### src/rtl/assert_macros.svh
// Assertion helpers for the RTL core.
`ifndef ASSERT_MACROS_SVH
`define ASSERT_MACROS_SVH

`ifndef SYNTHESIS
`define ASSERT_PROP(name, clk, rst_n, prop) \
    name: assert property (@(posedge clk) disable iff (!rst_n) prop) \
        else $error("%m: property failed");
`define ASSERT_NEVER(name, clk, rst_n, expr) \
    `ASSERT_PROP(name, clk, rst_n, !(expr))
`else
`define ASSERT_PROP(name, clk, rst_n, prop)
`define ASSERT_NEVER(name, clk, rst_n, expr)
`endif

`endif

### src/rtl/dbw_pkg.sv
package dbw_pkg;

    localparam int SCREEN_WIDTH     = 480;
    localparam int SCREEN_HEIGHT    = 320;
    localparam int PIXELS_PER_BLOCK = 128;

    localparam int BLOCK_W  = 11;
    localparam int S_TDATA_W = 40;
    localparam int M_TDATA_W = 8;

    localparam int BLOCK_LIMIT = (SCREEN_WIDTH * SCREEN_HEIGHT) / PIXELS_PER_BLOCK;

    localparam int OFFSET_W = (PIXELS_PER_BLOCK > 1) ? $clog2(PIXELS_PER_BLOCK) : 1;
    localparam int SEGW_W   = $clog2(PIXELS_PER_BLOCK + 1);
    localparam int XW       = $clog2(SCREEN_WIDTH);
    localparam int YW       = $clog2(SCREEN_HEIGHT + 1);
    localparam int COORD_W  = (XW > YW) ? XW : YW;

    // block*ppb split into row and column with a reciprocal multiply
    localparam int IDX_W     = $clog2(((1 << BLOCK_W) - 1) * PIXELS_PER_BLOCK + 1);
    localparam int DIV_SHIFT = IDX_W + XW;
    localparam longint DIV_MUL =
        ((longint'(1) << DIV_SHIFT) + longint'(SCREEN_WIDTH) - 1) / longint'(SCREEN_WIDTH);
    localparam longint BLOCK_MUL = DIV_MUL * longint'(PIXELS_PER_BLOCK);
    localparam int PROD_W    = BLOCK_W + $clog2(BLOCK_MUL + 1);

    localparam int QUEUE_DEPTH = 4;
    localparam int QPTR_W      = $clog2(QUEUE_DEPTH);
    localparam int QCNT_W      = $clog2(QUEUE_DEPTH + 1);

    localparam logic [7:0] CMD_COLUMN_SET   = 8'h2A;
    localparam logic [7:0] CMD_PAGE_SET     = 8'h2B;
    localparam logic [7:0] CMD_MEMORY_WRITE = 8'h2C;
    localparam logic [7:0] CMD_NOP          = 8'h00;

    typedef struct packed {
        logic               open_win;
        logic               nop;
        logic [COORD_W-1:0] win_x;
        logic [COORD_W-1:0] win_end;
        logic [COORD_W-1:0] win_y;
        logic [7:0]         red;
        logic [7:0]         green;
        logic [7:0]         blue;
    } dbw_entry_t;

    typedef enum logic [3:0] {
        SLOT_COL_CMD,
        SLOT_XS_HI,
        SLOT_XS_LO,
        SLOT_XE_HI,
        SLOT_XE_LO,
        SLOT_PAGE_CMD,
        SLOT_YS_HI,
        SLOT_YS_LO,
        SLOT_YE_HI,
        SLOT_YE_LO,
        SLOT_MEMWR_CMD,
        SLOT_RED,
        SLOT_GREEN,
        SLOT_BLUE,
        SLOT_NOP
    } dbw_slot_t;

endpackage

### src/rtl/dbw_front.sv
module dbw_front (
    input  logic                          clk,
    input  logic                          rst_n,
    input  logic                          s_tvalid,
    output logic                          s_tready,
    input  logic [dbw_pkg::S_TDATA_W-1:0] s_tdata,
    output logic                          wr_valid,
    input  logic                          wr_ready,
    output dbw_pkg::dbw_entry_t           wr_entry
);

    localparam int OW  = dbw_pkg::OFFSET_W;
    localparam int SW  = dbw_pkg::SEGW_W;
    localparam int XW  = dbw_pkg::XW;
    localparam int CW  = dbw_pkg::COORD_W;
    localparam int IW  = dbw_pkg::IDX_W;
    localparam int PW  = dbw_pkg::PROD_W;
    localparam int BW  = dbw_pkg::BLOCK_W;
    localparam int PPB = dbw_pkg::PIXELS_PER_BLOCK;

    logic          advance;
    logic          in_fire;
    logic [BW-1:0] blk;

    logic [OW-1:0] pix_off_reg, pix_off_next;

    // stage 1: products
    logic          s1_v_reg;
    logic [OW-1:0] s1_p_reg;
    logic [PW-1:0] s1_prod_reg;
    logic [IW-1:0] s1_idx_reg;
    logic          s1_ok_reg;
    logic [7:0]    s1_red_reg, s1_green_reg, s1_blue_reg;

    // stage 2: row and column
    logic          s2_v_reg;
    logic [OW-1:0] s2_p_reg;
    logic [CW-1:0] s2_q_reg;
    logic [XW-1:0] s2_r_reg;
    logic          s2_ok_reg;
    logic [7:0]    s2_red_reg, s2_green_reg, s2_blue_reg;

    logic [PW-1:0] q_wide;
    logic [CW-1:0] q_next;
    logic [IW-1:0] qw_prod;
    logic [IW-1:0] rem;

    // current block
    logic [XW-1:0] col_reg;
    logic [CW-1:0] row_reg;
    logic [SW-1:0] segw_reg;
    logic          ok_reg;

    logic          first;
    logic [XW:0]   room;
    logic [SW-1:0] segw_new;
    logic [XW-1:0] x_eff;
    logic [CW-1:0] y_eff;
    logic [SW-1:0] segw_eff;
    logic          ok_eff;
    logic          open2;
    logic [SW-1:0] p_ext;
    logic [SW-1:0] p_inc;
    logic [CW:0]   end_sum;

    assign blk     = s_tdata[BW-1:0];
    assign advance = !(s2_v_reg && ok_eff && !wr_ready);
    assign s_tready = advance;
    assign in_fire  = s_tvalid && advance;

    assign pix_off_next = (pix_off_reg == OW'(PPB - 1)) ? '0 : pix_off_reg + OW'(1);

    assign q_wide  = s1_prod_reg >> dbw_pkg::DIV_SHIFT;
    assign q_next  = CW'(q_wide);
    assign qw_prod = IW'(IW'(q_next) * IW'(dbw_pkg::SCREEN_WIDTH));
    assign rem     = s1_idx_reg - qw_prod;

    always_comb
    begin
        first    = (s2_p_reg == '0);
        room     = (XW+1)'(dbw_pkg::SCREEN_WIDTH) - (XW+1)'(s2_r_reg);
        segw_new = (room < (XW+1)'(PPB)) ? SW'(room) : SW'(PPB);
        x_eff    = first ? s2_r_reg  : col_reg;
        y_eff    = first ? s2_q_reg  : row_reg;
        segw_eff = first ? segw_new  : segw_reg;
        ok_eff   = first ? s2_ok_reg : ok_reg;
        p_ext    = SW'(s2_p_reg);
        p_inc    = p_ext + SW'(1);
        open2    = (p_ext == segw_eff) && (segw_eff < SW'(PPB));
        end_sum  = (CW+1)'(x_eff) + (CW+1)'(segw_eff) - (CW+1)'(1);

        wr_entry.open_win = first || open2;
        wr_entry.nop      = (p_inc == segw_eff) || (p_inc == SW'(PPB));
        // second window restarts at column 0 of the next row
        wr_entry.win_x    = open2 ? '0 : CW'(x_eff);
        wr_entry.win_end  = open2 ? CW'(SW'(PPB) - segw_eff - SW'(1)) : CW'(end_sum);
        wr_entry.win_y    = open2 ? y_eff + CW'(1) : y_eff;
        wr_entry.red      = s2_red_reg;
        wr_entry.green    = s2_green_reg;
        wr_entry.blue     = s2_blue_reg;
    end

    assign wr_valid = s2_v_reg && ok_eff;

    always_ff @(posedge clk or negedge rst_n)
    begin
        if (!rst_n)
        begin
            pix_off_reg <= '0;
            s1_v_reg    <= 1'b0;
            s2_v_reg    <= 1'b0;
            col_reg     <= '0;
            row_reg     <= '0;
            segw_reg    <= '0;
            ok_reg      <= 1'b0;
        end
        else
        begin
            if (in_fire)
            begin
                pix_off_reg <= pix_off_next;
            end
            if (advance)
            begin
                s1_v_reg <= s_tvalid;
                s2_v_reg <= s1_v_reg;
                if (s2_v_reg && first)
                begin
                    col_reg  <= x_eff;
                    row_reg  <= y_eff;
                    segw_reg <= segw_eff;
                    ok_reg   <= ok_eff;
                end
            end
        end
    end

    always_ff @(posedge clk)
    begin
        if (advance)
        begin
            s1_p_reg     <= pix_off_reg;
            s1_prod_reg  <= PW'(blk) * PW'(dbw_pkg::BLOCK_MUL);
            s1_idx_reg   <= IW'(IW'(blk) * IW'(PPB));
            s1_ok_reg    <= (32'(blk) < 32'(dbw_pkg::BLOCK_LIMIT));
            s1_red_reg   <= s_tdata[BW +: 8];
            s1_green_reg <= s_tdata[BW+8 +: 8];
            s1_blue_reg  <= s_tdata[BW+16 +: 8];

            s2_p_reg     <= s1_p_reg;
            s2_q_reg     <= q_next;
            s2_r_reg     <= XW'(rem);
            s2_ok_reg    <= s1_ok_reg;
            s2_red_reg   <= s1_red_reg;
            s2_green_reg <= s1_green_reg;
            s2_blue_reg  <= s1_blue_reg;
        end
    end

endmodule

### src/rtl/dbw_queue.sv
module dbw_queue (
    input  logic                clk,
    input  logic                rst_n,
    input  logic                wr_valid,
    output logic                wr_ready,
    input  dbw_pkg::dbw_entry_t wr_entry,
    output logic                rd_valid,
    input  logic                rd_ready,
    output dbw_pkg::dbw_entry_t rd_entry
);

    localparam int DEPTH = dbw_pkg::QUEUE_DEPTH;
    localparam int PTRW  = dbw_pkg::QPTR_W;
    localparam int CNTW  = dbw_pkg::QCNT_W;

    dbw_pkg::dbw_entry_t mem [DEPTH];

    logic [PTRW-1:0] wr_ptr_reg, rd_ptr_reg;
    logic [CNTW-1:0] count_reg, count_next;
    logic            push, pop;

    assign wr_ready = (count_reg != CNTW'(DEPTH));
    assign rd_valid = (count_reg != '0);
    assign push     = wr_valid && wr_ready;
    assign pop      = rd_valid && rd_ready;
    assign rd_entry = mem[rd_ptr_reg];

    always_comb
    begin
        count_next = count_reg;
        if (push && !pop)
        begin
            count_next = count_reg + CNTW'(1);
        end
        else if (pop && !push)
        begin
            count_next = count_reg - CNTW'(1);
        end
    end

    always_ff @(posedge clk or negedge rst_n)
    begin
        if (!rst_n)
        begin
            wr_ptr_reg <= '0;
            rd_ptr_reg <= '0;
            count_reg  <= '0;
        end
        else
        begin
            count_reg <= count_next;
            if (push)
            begin
                wr_ptr_reg <= (wr_ptr_reg == PTRW'(DEPTH - 1)) ? '0 : wr_ptr_reg + PTRW'(1);
            end
            if (pop)
            begin
                rd_ptr_reg <= (rd_ptr_reg == PTRW'(DEPTH - 1)) ? '0 : rd_ptr_reg + PTRW'(1);
            end
        end
    end

    always_ff @(posedge clk)
    begin
        if (push)
        begin
            mem[wr_ptr_reg] <= wr_entry;
        end
    end

endmodule

### src/rtl/dbw_back.sv
module dbw_back (
    input  logic                          clk,
    input  logic                          rst_n,
    input  logic                          rd_valid,
    output logic                          rd_ready,
    input  dbw_pkg::dbw_entry_t           rd_entry,
    output logic                          m_tvalid,
    input  logic                          m_tready,
    output logic [dbw_pkg::M_TDATA_W-1:0] m_tdata,
    output logic                          m_tuser,
    output logic                          m_tlast
);

    dbw_pkg::dbw_slot_t slot_reg, slot_next;
    dbw_pkg::dbw_slot_t eff_slot, adv_slot;

    logic        out_v_reg, out_v_next;
    logic [7:0]  byte_reg;
    logic        data_reg;
    logic        last_reg;

    logic        load;
    logic        is_last;
    logic [7:0]  byte_sel;
    logic        data_sel;
    logic [15:0] xs16, xe16, y16;

    assign xs16 = 16'(rd_entry.win_x);
    assign xe16 = 16'(rd_entry.win_end);
    assign y16  = 16'(rd_entry.win_y);

    assign load = rd_valid && (!out_v_reg || m_tready);

    always_comb
    begin
        // words without a window start at the pixel bytes
        eff_slot = slot_reg;
        if (!rd_entry.open_win && slot_reg == dbw_pkg::SLOT_COL_CMD)
        begin
            eff_slot = dbw_pkg::SLOT_RED;
        end

        byte_sel = dbw_pkg::CMD_NOP;
        data_sel = 1'b1;
        adv_slot = dbw_pkg::SLOT_COL_CMD;
        case (eff_slot)
            dbw_pkg::SLOT_COL_CMD:
            begin
                byte_sel = dbw_pkg::CMD_COLUMN_SET;
                data_sel = 1'b0;
                adv_slot = dbw_pkg::SLOT_XS_HI;
            end
            dbw_pkg::SLOT_XS_HI:
            begin
                byte_sel = xs16[15:8];
                adv_slot = dbw_pkg::SLOT_XS_LO;
            end
            dbw_pkg::SLOT_XS_LO:
            begin
                byte_sel = xs16[7:0];
                adv_slot = dbw_pkg::SLOT_XE_HI;
            end
            dbw_pkg::SLOT_XE_HI:
            begin
                byte_sel = xe16[15:8];
                adv_slot = dbw_pkg::SLOT_XE_LO;
            end
            dbw_pkg::SLOT_XE_LO:
            begin
                byte_sel = xe16[7:0];
                adv_slot = dbw_pkg::SLOT_PAGE_CMD;
            end
            dbw_pkg::SLOT_PAGE_CMD:
            begin
                byte_sel = dbw_pkg::CMD_PAGE_SET;
                data_sel = 1'b0;
                adv_slot = dbw_pkg::SLOT_YS_HI;
            end
            dbw_pkg::SLOT_YS_HI:
            begin
                byte_sel = y16[15:8];
                adv_slot = dbw_pkg::SLOT_YS_LO;
            end
            dbw_pkg::SLOT_YS_LO:
            begin
                byte_sel = y16[7:0];
                adv_slot = dbw_pkg::SLOT_YE_HI;
            end
            dbw_pkg::SLOT_YE_HI:
            begin
                byte_sel = y16[15:8];
                adv_slot = dbw_pkg::SLOT_YE_LO;
            end
            dbw_pkg::SLOT_YE_LO:
            begin
                byte_sel = y16[7:0];
                adv_slot = dbw_pkg::SLOT_MEMWR_CMD;
            end
            dbw_pkg::SLOT_MEMWR_CMD:
            begin
                byte_sel = dbw_pkg::CMD_MEMORY_WRITE;
                data_sel = 1'b0;
                adv_slot = dbw_pkg::SLOT_RED;
            end
            dbw_pkg::SLOT_RED:
            begin
                byte_sel = rd_entry.red;
                adv_slot = dbw_pkg::SLOT_GREEN;
            end
            dbw_pkg::SLOT_GREEN:
            begin
                byte_sel = rd_entry.green;
                adv_slot = dbw_pkg::SLOT_BLUE;
            end
            dbw_pkg::SLOT_BLUE:
            begin
                byte_sel = rd_entry.blue;
                adv_slot = dbw_pkg::SLOT_NOP;
            end
            dbw_pkg::SLOT_NOP:
            begin
                byte_sel = dbw_pkg::CMD_NOP;
                data_sel = 1'b0;
                adv_slot = dbw_pkg::SLOT_COL_CMD;
            end
            default:
            begin
                byte_sel = dbw_pkg::CMD_NOP;
                data_sel = 1'b0;
                adv_slot = dbw_pkg::SLOT_COL_CMD;
            end
        endcase

        is_last = (eff_slot == dbw_pkg::SLOT_NOP) ||
                  (eff_slot == dbw_pkg::SLOT_BLUE && !rd_entry.nop);

        slot_next = slot_reg;
        if (load)
        begin
            slot_next = is_last ? dbw_pkg::SLOT_COL_CMD : adv_slot;
        end

        out_v_next = out_v_reg;
        if (load)
        begin
            out_v_next = 1'b1;
        end
        else if (m_tready)
        begin
            out_v_next = 1'b0;
        end
    end

    assign rd_ready = load && is_last;

    always_ff @(posedge clk or negedge rst_n)
    begin
        if (!rst_n)
        begin
            slot_reg  <= dbw_pkg::SLOT_COL_CMD;
            out_v_reg <= 1'b0;
        end
        else
        begin
            slot_reg  <= slot_next;
            out_v_reg <= out_v_next;
        end
    end

    always_ff @(posedge clk)
    begin
        if (load)
        begin
            byte_reg <= byte_sel;
            data_reg <= data_sel;
            last_reg <= is_last;
        end
    end

    assign m_tvalid = out_v_reg;
    assign m_tdata  = byte_reg;
    assign m_tuser  = data_reg;
    assign m_tlast  = last_reg;

endmodule

### src/rtl/display_block_window_writer_core.sv
// channel   dir  tdata / tuser / tlast
// s_*       in   tdata: block_index[10:0] red[18:11] green[26:19] blue[34:27]
// m_*       out  tdata: link_byte[7:0]; tuser: is_data; tlast: last_of_run
//
// Output runs at one byte per cycle while m_tready is high, through a single registered
// byte lane: red, green, blue per pixel, a NOP at a segment end, and window setup bytes
// before a pixel that opens a window. Input passes two multiplier stages to the queue.
// A 4-word queue lets the input side keep taking pixels while the link stalls.
// Reset is asynchronous and clears all control state; no clearing pass.
`include "assert_macros.svh"

module display_block_window_writer_core (
    input  logic                          clk,
    input  logic                          rst_n,
    input  logic                          s_tvalid,
    output logic                          s_tready,
    // block_index[10:0], red[18:11], green[26:19], blue[34:27], zero fill
    input  logic [dbw_pkg::S_TDATA_W-1:0] s_tdata,
    output logic                          m_tvalid,
    input  logic                          m_tready,
    // link_byte[7:0]
    output logic [dbw_pkg::M_TDATA_W-1:0] m_tdata,
    // is_data[0]
    output logic                          m_tuser,
    output logic                          m_tlast
);

    logic                wr_valid, wr_ready;
    logic                rd_valid, rd_ready;
    dbw_pkg::dbw_entry_t wr_entry, rd_entry;
    logic                q_full;
    logic                q_pop;
    logic                last_ok;

    dbw_front u_front (
        .clk      (clk),
        .rst_n    (rst_n),
        .s_tvalid (s_tvalid),
        .s_tready (s_tready),
        .s_tdata  (s_tdata),
        .wr_valid (wr_valid),
        .wr_ready (wr_ready),
        .wr_entry (wr_entry)
    );

    dbw_queue u_queue (
        .clk      (clk),
        .rst_n    (rst_n),
        .wr_valid (wr_valid),
        .wr_ready (wr_ready),
        .wr_entry (wr_entry),
        .rd_valid (rd_valid),
        .rd_ready (rd_ready),
        .rd_entry (rd_entry)
    );

    dbw_back u_back (
        .clk      (clk),
        .rst_n    (rst_n),
        .rd_valid (rd_valid),
        .rd_ready (rd_ready),
        .rd_entry (rd_entry),
        .m_tvalid (m_tvalid),
        .m_tready (m_tready),
        .m_tdata  (m_tdata),
        .m_tuser  (m_tuser),
        .m_tlast  (m_tlast)
    );

    assign q_full  = !wr_ready;
    assign q_pop   = rd_valid && rd_ready;
    assign last_ok = m_tuser || (m_tdata == dbw_pkg::CMD_NOP);

    // input only backs up when the queue is full
    `ASSERT_NEVER(a_stall_needs_full, clk, rst_n, !s_tready && !q_full)
    // retiring a queue word puts the closing byte of the pixel on the port
    `ASSERT_PROP(a_pop_gives_last, clk, rst_n, q_pop |=> (m_tvalid && m_tlast))
    // a closing byte is pixel data or the NOP command
    `ASSERT_PROP(a_last_kind, clk, rst_n, (m_tvalid && m_tlast) |-> last_ok)

endmodule

### config.mk
export PLATFORM = sky130hd
export DESIGN_NAME = display_block_window_writer_core
export DESIGN_NICKNAME = d
export VERILOG_FILES = /design/src/rtl/dbw_pkg.sv /design/src/rtl/dbw_front.sv /design/src/rtl/dbw_queue.sv /design/src/rtl/dbw_back.sv /design/src/rtl/display_block_window_writer_core.sv
export VERILOG_INCLUDE_DIRS = /design/src /design/src/rtl
export SDC_FILE = /design/constraint.sdc
export NUM_CORES = 1
export LEC_CHECK = 0
export BUFFER_PORTS_ARGS = -buffer_cell sky130_fd_sc_hd__clkbuf_2
export CAP_MARGIN = 20
export CORE_MARGIN = 8
export CORE_UTILIZATION = 67
export DETAILED_ROUTE_END_ITERATION = 7
export HOLD_SLACK_MARGIN = 0.02
export PLACE_DENSITY = 0.88
export SYNTH_ARGS = -nofsm -noshare
export SYNTH_HDL_FRONTEND = slang
export SYNTH_SLANG_ARGS = --single-unit
### constraint.sdc
create_clock -name clk -period 9.2 [get_ports clk]
set_clock_uncertainty 0.2 [all_clocks]
set_input_delay 1.84 -clock clk [delete_from_list [all_inputs] [get_ports clk]]
set_output_delay 1.84 -clock clk [all_outputs]
set_load 0.01 [all_outputs]
==> reports/metrics.json <==
{
  "finalPower_mw": 5.87,
  "cts_hold_buf": 0,
  "synth.avg_cell_area_um2": 15.1,
  "io_pins": 56,
  "root_buffer": "clkbuf_16",
  "final_design_area_no_fill_um2": 18100,
  "routedWlPerCell_um": 24.6,
  "die_width_um": 172,
  "core_region_area_um2": 24100,
  "crit_path_end_kind": "flip-flop",
  "timing.setup.tns_ns": 0,
  "drt_pre_antenna_iters": 8,
  "tritoncts_num_sinks": 357,
  "numCtsBuffers": 36,
  "power_density_nw_per_um2": 324,
  "synthDominantCellAreaShare_pct": 57.0,
  "seqPwrFrac_pct": 43.1,
  "synth_enable_flop_cells": 309,
  "yosys_most_used_dff": "edfxtp_1",
  "number_of_global_route_vias_before_repair": 10000,
  "achievable-frequency_mhz": 186,
  "largest_register_ffs": 212,
  "clock_latency_ns": 0.52,
  "vdd_ir_drop_max_uv": 167,
  "core.rowCount": 57,
  "finalSetupViolations": 0,
  "grt_pass1_wl_mm": 56.3,
  "timing.critical_path.from_type": "input port",
  "drt-initial-drc-count": 1319,
  "dieHeight_um": 172,
  "cts_max_path_buffers": 3,
  "hold_path_class": "flip-flop to flip-flop",
  "failed_checks": "design-rule violations",
  "pwr-share-clk_pct": 26.1,
  "leakage_nw": 6.85,
  "power.share.switching_pct": 33.9,
  "route.detailed.drc": 61,
  "cts_tree": "done",
  "synthesized_net_count": 1219,
  "drive_gt1_share_pct": 17.3,
  "slew_violations": 0,
  "grt_max_degree": 54,
  "share_comb_of_total_power_pct": 30.8,
  "rsz0062_at_grt": "no",
  "path_class": "input port to flip-flop",
  "sum_of_net_half_perimeters_after_detailed_placement_mm": 21.2,
  "start_util_pct": 67.6,
  "status": "finished, violations left",
  "grt_overflow": 0,
  "placed_area_um2": 16800,
  "antenna_cells_inserted": 0,
  "mostFrequentLayoutCells": "edfxtp_1 (309), ha_1 (81), nand2_1 (76)",
  "post_drt_via_cell_ratio": 6.65,
  "postCtsSetupBuffers": 0,
  "ys_top_cells_by_area": "edfxtp_1 (57%), dfrtp_1 (7.4%), mux4_2 (7.3%), ha_1 (6.2%), fa_1 (2.0%)",
  "synth.ff_latch_count": 357,
  "routed_wl_mm": 36.5,
  "grt_antenna_before_repair": 1,
  "fillerInstances": 1341,
  "timing.slew.headroom_pct": 29.2,
  "total_number_of_vias": 9864,
  "placement.io_buffers": 50,
  "power.net_switching_mw": 1.99,
  "antenna_left": 0,
  "grtUsageTotal_pct": 25.4,
  "finalNetCount": 1273,
  "gpl.final_weighted_congestion": 0.875,
  "register_clock_pin_slew_on_the_reported_worst_setup_and_hold_paths_ns": 0.06,
  "cap_violations": 0,
  "synth.cell_area_um2": 16300,
  "finalCriticalPeriod_ns": 5.38,
  "cts_repair_resize_count": 0,
  "synth_cells": 1078,
  "ys_seq_area_share_pct": 64.4,
  "flow.area_growth_from_synthesis_pct": 11.2,
  "most_frequent_standard_cell_in_the_layout_excluding_fill_and_tap_cells": "edfxtp_1",
  "worstPathArrival_ns": 5.42,
  "synth_area_leader_cell": "edfxtp_1",
  "synthDistinctLibCells": 71,
  "worstMarginPinSlew_ns": 1.06,
  "final_hold_viols": 0,
  "synth-async-reset-ratio_pct": 13.4,
  "internal_power_mw": 3.88,
  "ys_warn_count": 0,
  "worst-path-max-fanout": 5,
  "die_outline_area_um2": 29500,
  "crit_required_ns": 9.25,
  "final_min_period_over_clock_period_pct": 58.4,
  "cts_max_level": 2
}
area by class of cell:
| class | count | area (µm²) | area share (%) |
|---|---|---|---|
| clock buffers | 49 | 1060 | 5.87 |
| clock inverters | 17 | 200 | 1.11 |
| inverters | 65 | 244 | 1.35 |
| multi-input cells | 612 | 5390 | 29.7 |
| flip-flops and latches | 357 | 10500 | 57.9 |
| well taps | 324 | 405 | 2.24 |
| repair buffers | 60 | 325 | 1.80 |
path summary, 6_finish.rpt:
path | from | to | slack [ns] | depth (start not counted)
worst max-delay path | s_tdata[4] | u_front.s1_prod_reg[34] | 3.82 | 16
worst min-delay path | u_front.s1_p_reg[1] | u_front.s2_p_reg[1] | 0.22 | 0
worst max register to register | u_front.s2_p_reg[0] | u_queue.mem[0][39] | 4.34 | 16
worst min register to register | u_front.s1_p_reg[1] | u_front.s2_p_reg[1] | 0.22 | 0
max in group asynchronous | rst_n | u_queue.rd_ptr_reg[0] | 7.01 | 2
min in group asynchronous | rst_n | u_front.col_reg[3] | 1.24 | 2
power groups by stage:
stage | combinational [mW] | clock (mW) | sequential (mW)
after detailed placement | 1.68 | 0 | 2.54
after CTS | 1.77 | 1.54 | 2.52
after floorplan | 1.33 | 0 | 2.39
after global routing | 1.94 | 1.60 | 2.56
after global placement | 1.59 | 0 | 2.50
final | 1.81 | 1.53 | 2.53
metal layers:
layer / share of wire, % / vias up / routed length, µm / GRT usage [%]
met5: 0 / - / 0 / 0
met4: 6.0 / 0 / 2200 / 12.4
met3: 8.4 / 190 / 3050 / 5.16
met2: 50 / 666 / 18300 / 43.6
met1: 36 / 4808 / 13000 / 30.3
li1: - / 4200 / - / -
cells by family (layout without fill, tap and decap cells):
group	count (synthesis)	after routing	share of synthesized area [%]
AOI/OAI and AO/OA	152	152	6.06
muxes	80	80	9.07
xor gates and xnor gates	43	43	2.31
adders and majority gates	97	97	8.19
buffers and inverters	109	191	2.66
and+or+nand+nor	240	240	7.35
DFF	357	357	64.4
critical path, stage by stage:
cell and delay, ns:
clkbuf_2 0.15, ha_1 0.20, ha_1 0.27, ha_1 0.13, inv_1 0.05, fa_1 0.42, fa_1 0.39, inv_1 0.06
ha_1 0.11, or3b_2 0.43, a211oi_1 0.25, a21oi_1 0.17, o21ai_0 0.34, a31oi_1 0.23, o21ai_0 0.27, xor2_1 0.09
synthesized netlist by cell type, drive strengths merged, types with 3 or more instances:
master / instances
xnor2: 25
or3: 5
a2111oi: 3
clkbuf: 32
fa: 16
a21o: 9
nand2b: 4
a22oi: 5
o211ai: 5
a22o: 3
or2: 3
a211o: 3
and3: 13
inv: 64
nand2: 77
edfxtp: 309
ha: 81
mux2: 10
buf: 12
dfrtp: 48
o21bai: 5
a211oi: 6
a21oi: 40
o21ai: 37
nor3: 9
mux4: 53
nand3: 31
nand3b: 3
nor4: 3
a31oi: 14
o31ai: 3
nand4: 9
xor2: 18
a32oi: 4
nor2b: 10
and2: 16
nor2: 48
mux2i: 17
metrics by stage:
step / hold slack (ns) / instances / util (%) / setup WS [ns]
2_1_floorplan: 0.200 / 1078 / - / 2.92
3_3_place_gp: 0.200 / 1418 / 69.9 / 3.35
3_5_place_dp: 0.205 / 1418 / 69.9 / 3.30
4_1_cts: 0.217 / 1484 / 75.1 / 3.83
5_1_grt: 0.219 / 1484 / 75.1 / 3.60
6_report: 0.215 / 1484 / 75.1 / 3.82
Note: power is estimated with default switching activity, not from simulation.
